### src/rtl/rfl_pkg.sv
// Types and constants for the register free list.
package rfl_pkg;

  localparam int POOL_DEPTH   = 64;
  localparam int REG_NUM_BITS = 10;
  localparam int REG_W        = 10;
  localparam int IDX_W        = $clog2(POOL_DEPTH);
  localparam int CNT_W        = $clog2(POOL_DEPTH + 1);
  localparam int MEM_DEPTH    = 2 * POOL_DEPTH;
  localparam int MEM_AW       = IDX_W + 1;

  localparam logic OP_ALLOC = 1'b0;
  localparam logic OP_FREE  = 1'b1;

  localparam logic [1:0] POOL_INT = 2'd0;
  localparam logic [1:0] POOL_FLT = 2'd1;

  typedef enum logic [2:0] {
    ST_OK      = 3'd0,
    ST_DUP     = 3'd1,
    ST_EMPTY   = 3'd2,
    ST_NOTTEMP = 3'd3,
    ST_FULL    = 3'd4
  } status_t;

  typedef enum logic [1:0] {
    S_IDLE,
    S_SCAN,
    S_POP,
    S_RESP
  } state_t;

endpackage

### src/rtl/rfl_if.sv
// Request and response channel interfaces of the register free list.
interface rfl_req_if import rfl_pkg::*; ();
  logic             valid;
  logic             ready;
  logic             op;
  logic [1:0]       pool;
  logic [REG_W-1:0] reg_num;

  modport source (output valid, op, pool, reg_num, input ready);
  modport sink   (input valid, op, pool, reg_num, output ready);
endinterface

interface rfl_rsp_if import rfl_pkg::*; ();
  logic             valid;
  logic             ready;
  status_t          status;
  logic [1:0]       pool_out;
  logic [REG_W-1:0] reg_out;

  modport source (output valid, status, pool_out, reg_out, input ready);
  modport sink   (input valid, status, pool_out, reg_out, output ready);
endinterface

### src/rtl/register_free_list_top.sv
// Register free list: two LIFO pools with a sequential duplicate scan.
// An allocate from a non-empty pool passes through S_POP, which takes the popped entry
//   off the stack memory's registered read port; a free onto a non-empty pool scans in
//   S_SCAN, one compare per cycle; an empty pool or a non-pool code goes to S_RESP.
// A new request is taken only once the last result is loaded out, so output stalls hold requests off.
// Synchronous active-low reset empties both pools; no clearing pass is needed.
module register_free_list_top import rfl_pkg::*; (
  input  logic      clk,
  input  logic      rst_n,
  rfl_req_if.sink   in_ch,
  rfl_rsp_if.source out_ch
);

  state_t              state_r, state_nxt;
  logic                op_r, op_nxt;
  logic [1:0]          pool_r, pool_nxt;
  logic [REG_NUM_BITS-1:0] num_r, num_nxt;
  logic [CNT_W-1:0]    int_cnt_r, int_cnt_nxt;
  logic [CNT_W-1:0]    flt_cnt_r, flt_cnt_nxt;
  logic [CNT_W-1:0]    idx_r, idx_nxt;
  logic                rd_vld_r, rd_vld_nxt;
  status_t             res_status_r, res_status_nxt;
  logic [REG_NUM_BITS-1:0] res_reg_r, res_reg_nxt;

  logic                out_valid_r, out_valid_nxt;
  status_t             out_status_r;
  logic [1:0]          out_pool_r;
  logic [REG_NUM_BITS-1:0] out_reg_r;

  logic [REG_NUM_BITS-1:0] mem [MEM_DEPTH];
  logic [REG_NUM_BITS-1:0] rd_data_r;
  logic                mem_we;
  logic [MEM_AW-1:0]   mem_waddr;
  logic [MEM_AW-1:0]   mem_raddr;
  logic [REG_NUM_BITS-1:0] mem_wdata;

  logic                accept;
  logic [CNT_W-1:0]    acc_cnt;
  logic [CNT_W-1:0]    acc_cnt_m1;
  logic [CNT_W-1:0]    cur_cnt;
  logic                match;
  logic                scan_issue;
  logic                scan_end;
  logic                out_load;

  assign accept     = in_ch.valid && in_ch.ready;
  assign acc_cnt    = in_ch.pool[0] ? flt_cnt_r : int_cnt_r;
  assign acc_cnt_m1 = acc_cnt - CNT_W'(1);
  assign cur_cnt    = pool_r[0] ? flt_cnt_r : int_cnt_r;
  assign match      = rd_vld_r && (rd_data_r == num_r);
  assign scan_issue = (idx_r != cur_cnt);
  assign scan_end   = rd_vld_r && !match && !scan_issue;
  assign out_load   = (state_r == S_RESP) && (!out_valid_r || out_ch.ready);

  assign in_ch.ready     = (state_r == S_IDLE);
  assign out_ch.valid    = out_valid_r;
  assign out_ch.status   = out_status_r;
  assign out_ch.pool_out = out_pool_r;
  assign out_ch.reg_out  = REG_W'(out_reg_r);

  // next state
  always_comb begin
    state_nxt = state_r;
    unique case (state_r)
      S_IDLE: begin
        if (accept) begin
          priority if (in_ch.pool[1]) state_nxt = S_RESP;
          else if (in_ch.op == OP_ALLOC) state_nxt = (acc_cnt == '0) ? S_RESP : S_POP;
          else state_nxt = (acc_cnt == '0) ? S_RESP : S_SCAN;
        end
      end
      S_SCAN: begin
        if (match || scan_end) state_nxt = S_RESP;
      end
      S_POP:  state_nxt = S_RESP;
      S_RESP: begin
        if (out_load) state_nxt = S_IDLE;
      end
      default: state_nxt = S_IDLE;
    endcase
  end

  // datapath and memory control
  always_comb begin
    op_nxt         = op_r;
    pool_nxt       = pool_r;
    num_nxt        = num_r;
    int_cnt_nxt    = int_cnt_r;
    flt_cnt_nxt    = flt_cnt_r;
    idx_nxt        = idx_r;
    rd_vld_nxt     = 1'b0;
    res_status_nxt = res_status_r;
    res_reg_nxt    = res_reg_r;
    mem_we         = 1'b0;
    mem_waddr      = '0;
    mem_wdata      = num_r;
    mem_raddr      = {pool_r[0], idx_r[IDX_W-1:0]};
    unique case (state_r)
      S_IDLE: begin
        mem_raddr = {in_ch.pool[0], acc_cnt_m1[IDX_W-1:0]};
        if (accept) begin
          op_nxt      = in_ch.op;
          pool_nxt    = in_ch.pool;
          num_nxt     = in_ch.reg_num[REG_NUM_BITS-1:0];
          idx_nxt     = '0;
          res_reg_nxt = '0;
          priority if (in_ch.pool[1]) begin
            res_status_nxt = ST_NOTTEMP;
          end else if (in_ch.op == OP_ALLOC) begin
            if (acc_cnt == '0) begin
              res_status_nxt = ST_EMPTY;
            end else begin
              res_status_nxt = ST_OK;
              if (in_ch.pool[0]) flt_cnt_nxt = acc_cnt_m1;
              else int_cnt_nxt = acc_cnt_m1;
            end
          end else if (acc_cnt == '0) begin
            // empty pool: nothing to scan, push at once
            res_status_nxt = ST_OK;
            mem_we         = 1'b1;
            mem_waddr      = {in_ch.pool[0], {IDX_W{1'b0}}};
            mem_wdata      = in_ch.reg_num[REG_NUM_BITS-1:0];
            if (in_ch.pool[0]) flt_cnt_nxt = CNT_W'(1);
            else int_cnt_nxt = CNT_W'(1);
          end
        end
      end
      S_SCAN: begin
        // read entry idx, compare it in the next cycle
        rd_vld_nxt = scan_issue;
        if (scan_issue) idx_nxt = idx_r + CNT_W'(1);
        priority if (match) begin
          res_status_nxt = ST_DUP;
        end else if (scan_end) begin
          if (cur_cnt == CNT_W'(POOL_DEPTH)) begin
            res_status_nxt = ST_FULL;
          end else begin
            res_status_nxt = ST_OK;
            mem_we         = 1'b1;
            mem_waddr      = {pool_r[0], cur_cnt[IDX_W-1:0]};
            if (pool_r[0]) flt_cnt_nxt = cur_cnt + CNT_W'(1);
            else int_cnt_nxt = cur_cnt + CNT_W'(1);
          end
        end
      end
      S_POP: begin
        res_reg_nxt = rd_data_r;
      end
      S_RESP: ;
      default: ;
    endcase
  end

  assign out_valid_nxt = out_load ? 1'b1 : (out_ch.ready ? 1'b0 : out_valid_r);

  always_ff @(posedge clk) begin
    if (!rst_n) begin
      state_r     <= S_IDLE;
      int_cnt_r   <= '0;
      flt_cnt_r   <= '0;
      rd_vld_r    <= 1'b0;
      out_valid_r <= 1'b0;
    end else begin
      state_r     <= state_nxt;
      int_cnt_r   <= int_cnt_nxt;
      flt_cnt_r   <= flt_cnt_nxt;
      rd_vld_r    <= rd_vld_nxt;
      out_valid_r <= out_valid_nxt;
    end
  end

  always_ff @(posedge clk) begin
    op_r         <= op_nxt;
    pool_r       <= pool_nxt;
    num_r        <= num_nxt;
    idx_r        <= idx_nxt;
    res_status_r <= res_status_nxt;
    res_reg_r    <= res_reg_nxt;
    if (out_load) begin
      out_status_r <= res_status_r;
      out_pool_r   <= pool_r;
      out_reg_r    <= (op_r == OP_ALLOC && res_status_r == ST_OK) ? res_reg_r : '0;
    end
  end

  // stack memory: both pools, pool select in the top address bit
  always_ff @(posedge clk) begin
    if (mem_we) mem[mem_waddr] <= mem_wdata;
    rd_data_r <= mem[mem_raddr];
  end

endmodule

### src/flat_wrapper.sv
// flat-port wrapper written by rule: the top's interface ports become plain ports
module register_free_list_top_flat import rfl_pkg::*;
  (clk, rst_n, in_ch_valid, in_ch_op, in_ch_pool, in_ch_reg_num, in_ch_ready, out_ch_valid, out_ch_status, out_ch_pool_out, out_ch_reg_out, out_ch_ready);
  rfl_req_if in_ch_i ();
  rfl_rsp_if out_ch_i ();
  input  logic clk;
  input  logic rst_n;
  input wire logic [$bits(in_ch_i.valid)-1:0] in_ch_valid;
  input wire logic [$bits(in_ch_i.op)-1:0] in_ch_op;
  input wire logic [$bits(in_ch_i.pool)-1:0] in_ch_pool;
  input wire logic [$bits(in_ch_i.reg_num)-1:0] in_ch_reg_num;
  output wire logic [$bits(in_ch_i.ready)-1:0] in_ch_ready;
  output wire logic [$bits(out_ch_i.valid)-1:0] out_ch_valid;
  output wire logic [$bits(out_ch_i.status)-1:0] out_ch_status;
  output wire logic [$bits(out_ch_i.pool_out)-1:0] out_ch_pool_out;
  output wire logic [$bits(out_ch_i.reg_out)-1:0] out_ch_reg_out;
  input wire logic [$bits(out_ch_i.ready)-1:0] out_ch_ready;
  assign in_ch_i.valid = in_ch_valid;
  assign in_ch_i.op = in_ch_op;
  assign in_ch_i.pool = in_ch_pool;
  assign in_ch_i.reg_num = in_ch_reg_num;
  assign in_ch_ready = in_ch_i.ready;
  assign out_ch_valid = out_ch_i.valid;
  assign out_ch_status = out_ch_i.status;
  assign out_ch_pool_out = out_ch_i.pool_out;
  assign out_ch_reg_out = out_ch_i.reg_out;
  assign out_ch_i.ready = out_ch_ready;
  register_free_list_top u_core (.clk(clk), .rst_n(rst_n), .in_ch(in_ch_i), .out_ch(out_ch_i));
endmodule
### config.mk
export PLATFORM = sky130hd
export DESIGN_NAME = register_free_list_top_flat
export DESIGN_NICKNAME = d
export VERILOG_FILES = /design/src/rtl/rfl_pkg.sv /design/src/rtl/rfl_if.sv /design/src/rtl/register_free_list_top.sv /design/src/flat_wrapper.sv
export SDC_FILE = /design/constraint.sdc
export NUM_CORES = 2
export LEC_CHECK = 0
export ABC_CLOCK_PERIOD_IN_PS = 5630
export BUFFER_PORTS_ARGS = -buffer_cell sky130_fd_sc_hd__buf_4
export CAP_MARGIN = 20
export CORE_AREA = 8 8 436 523
export DETAILED_ROUTE_END_ITERATION = 8
export DIE_AREA = 0 0 444 531
export GPL_TIMING_DRIVEN = 0
export PLACE_DENSITY_LB_ADDON = 0.15
export SLEW_MARGIN = 15
export SYNTH_ARGS = -nofsm -noshare
export SYNTH_HDL_FRONTEND = slang
export SYNTH_SLANG_ARGS = --single-unit
### constraint.sdc
create_clock -name clk -period 5.63 [get_ports clk]
set_input_delay 1.126 -clock clk [delete_from_list [all_inputs] [get_ports clk]]
set_output_delay 1.126 -clock clk [all_outputs]
set_load 0.02 [all_outputs]
==> reports/qor.yml <==
endpoint_kind: "register"
fin_nets: 4283
synthArstFlopShare_pct: 0
cap_violations: 0
antenna_found_initial: 19
synthTopCellsByArea: "edfxtp_1 73%, nand3_1 5.2%, nand2_1 4.5%"
ys_types: 57
cts_setup_buffers: 0
tightest_slew_ns: 1.22
cpPeakStageDelay_ns: 0.85
path_cells: "buf_4 -> buf_2 -> mux2i_2 -> a21o_1 -> buf_2 -> clkbuf_2 -> clkbuf_1 -> clkbuf_2 -> a31oi_1 -> a31oi_1 -> a31oi_1 -> a22oi_1 -> nand3_1 -> nand4_1"
cts_inserted_buffers: 150
synthXorXnorAreaFrac_pct: 0.594
path_class: "in2reg"
cp_top_family: "buffers and inverters"
hpwl_um: 177000
relSlewSlack_pct: 18.7
grt_overflow: 0
io_pins: 34
r2r_cells: 10
route.detailed.drc: 0
period_share_pct: 101
cp_slowest_cell: "clkbuf_1"
synth_top_family_by_area: "simple AND/OR/NAND/NOR gates"
synth_compound_area_share_pct: 6.50
cp.arrival_ns: 6.32
synthMuxAreaShare_pct: 2.64
dpl_cell_area_sq_um: 60400
routabilityCongestion: 0.941
die_w_um: 444
initial_core_util_pct: 24.8
gr-usage-all-layers_pct: 20.3
synth_ff_type: "edfxtp_1"
fin_skew_ns: 0.0385
synth_top_area_share_pct: 73.1
fin_ws_ns: -0.0460
clk_path_buf_depth: 3
rows: 189
drt-total-wl_um: 248000
htree_levels: 4
cp_max_fo: 10
syn_nets: 3991
cp.depth: 14
seq_area_frac_synth_pct: 74.1
yosysWarnings: 0
clockRootBuffer: "clkbuf_16"
fin_crit_ns: 5.68
ys_seq_elements: 1356
cts_sinks: 1356
met3_usage_pct: 3.92
rr_endpoint: "u_core.rd_data_r[0]$_DFF_P_"
synth_adder_area_share_pct: 0.206
grt_max_degree: 107
hold_class: "reg2reg"
setup_viol: 4
grt_pass1_vias: 36700
synth_enable_flop_cells: 1328
start_kind: "input port"
synth_area_sq_um: 54600
wl_per_cell_um: 34.2
die_area_sq_um: 236000
layout-drive-gt1-share_pct: 15.7
fmax_mhz: 176
synthSimpleGateAreaFrac_pct: 13.8
vias: 38000
cts_tree: "built"
clock_latency_ns: 0.83
cp_num_buf_inv: 6
violations: "setup timing"
portBuffers: 32
hold_depth: 0
core_area_sq_um: 220000
ctsHoldBuffers: 0
dr.pass1.iters: 8
status: "finished, violations left"
grt_pass1_wl_um: 329000
syn_avg_cell_area_sq_um: 13.8
slew_violations: 0
cp_common_cell: "a31oi_1"
design_area_sq_um: 65600
yosysTopAreaCell: "edfxtp_1"
die_y_um: 531
top_usage_layer: "met2"
min_from: "u_core.pool_r[1]$_DFFE_PP_"
hold_end: "u_core.out_ch.pool_out[1]$_DFFE_PP_"
avgViaCountPerCell: 5.23
ant_nets: 0
clk_pin_slew_ns: 0.06
grt_util_met1_pct: 24.3
crit_required_ns: 6.28
rsz0062_at_grt: "false"
area_delta_synth_final_pct: 20.2
syn-instance-count: 3965
grtUsageMet2_pct: 33.2
regToRegSetupSlack_ns: -0.01
hold_viol_final: 0
drt_iter0_drc: 4597
r2r_start: "u_core.state_r[0]$_SDFFE_PN0P_"
[kinds of logic after synthesis]
| logic type | after synthesis |
|---|---|
| xor+xnor | 37 |
| fa+ha+maj | 9 |
| mux | 85 |
| buf+inv | 304 |
| compound gates | 529 |
| simple gates | 1645 |
| flops | 1356 |
[how the worst max path moves through the flow]
| stage | slack, ns | endpoint | start |
|---|---|---|---|
| after global placement | -2.92 | u_core.rd_data_r[2]$_DFF_P_ | in_ch_pool[0] |
| after global routing | 0.01 | u_core.rd_data_r[0]$_DFF_P_ | u_core.state_r[1]$_SDFFE_PN0P_ |
| after CTS | 0.005 | u_core.rd_data_r[0]$_DFF_P_ | in_ch_pool[0] |
| after floorplan | 1.31 | u_core.rd_data_r[0]$_DFF_P_ | in_ch_pool[0] |
| after detailed placement | -2.10 | u_core.rd_data_r[6]$_DFF_P_ | in_ch_pool[0] |
| final | -0.05 | u_core.rd_data_r[0]$_DFF_P_ | in_ch_pool[0] |
[cells in the final DEF (no fill, tap or decap), types with 17 or more instances in the layout]
master     count
edfxtp_1    1328
nand2_1      660
nand3_1      562
a31oi_1      329
and3_1       157
clkbuf_1     155
clkbuf_16    151
nor2_2        99
nor2_1        67
buf_4         64
a311oi_1      64
clkbuf_2      62
buf_8         52
mux4_2        42
buf_2         39
buf_1         34
buf_6         33
clkinv_1      30
dfxtp_1       28
and2_1        25
a22oi_1       25
a21oi_1       24
xnor2_1       23
clkinv_2      23
nor3_1        22
clkbuf_4      18
a211oi_1      17
[metrics by stage]
step,hold WS [ns],TNS (ns),instances,util [%],setup slack (ns)
global placement,0.414,-735.19,6862,26.6,-2.92
finish,0.426,-0.0973,7252,29.9,-0.0460
CTS,0.422,0,7239,29.8,0.00493
detailed placement,0.408,-19.20,6969,27.5,-2.10
global route,0.428,0,7244,29.9,0.0125
floorplan,0.400,0,3965,-,1.31
[what timing repair did]
| action | in CTS | in global routing |
|---|---|---|
| gates resized for setup | 106 | 56 |
| pin swaps | 3 | 1 |
| endpoints found under the setup margin | 10 | 8 |
[registers in the layout, summed over array words and instances (netlist names)]
| name | count |
|---|---|
| u_core.idx_r | 7 |
| u_core.rd_data_r | 10 |
| u_core.num_r | 10 |
| u_core.pool_r | 2 |
| u_core.out_ch.reg_out | 10 |
| u_core.op_r | 1 |
| u_core.out_ch.valid | 1 |
| u_core.state_r | 2 |
| u_core.res_reg_r | 10 |
| u_core.flt_cnt_r | 7 |
| u_core.res_status_r | 3 |
| u_core.rd_vld_r | 1 |
| u_core.out_ch.pool_out | 2 |
| u_core.int_cnt_r | 7 |
| u_core.mem | 1280 |
| u_core.out_ch.status | 3 |
[cell type report]
class                   instances  area [sq um]
fillers                     22100        154000
clock inverters                82           826
well taps                    2865          3580
plain buffers                 291          1390
clock buffers                 191          3960
diodes                          9          22.5
inverters                       6          22.5
multi-input cells            2305         13500
repair buffers                147          1830
flip-flops and latches       1356         40400
[synth_stat cells, types with 3 or more instances]
master and n:
a2111oi_0 3, a211oi_1 19, a21boi_0 3, a21o_1 3
a21oi_1 25, a22oi_1 25, a311oi_1 69, a31oi_1 337
a32oi_1 6, and2_1 25, and3_1 157, buf_1 68
buf_2 29, clkbuf_1 197, dfxtp_1 28, edfxtp_1 1328
ha_1 9, inv_1 6, mux2_2 18, mux2i_1 19
mux2i_2 4, mux4_2 42, nand2_1 660, nand2b_1 5
nand3_1 562, nand4_1 11, nor2_1 170, nor2b_1 8
nor3_1 22, nor4_1 9, o21ai_0 8, o21ai_1 14
o32ai_1 3, or4_1 6, xnor2_1 23, xor2_1 14
[metal layers]
metal / wire length (um) / vias up
li1: - / 15800
met1: 94800 / 19600
met2: 115000 / 1862
met3: 17700 / 633
met4: 19900 / 6
met5: 31 / -
Power is not shown: default switching activity piles up to over one toggle a cycle in this logic, so the estimate is an artifact.
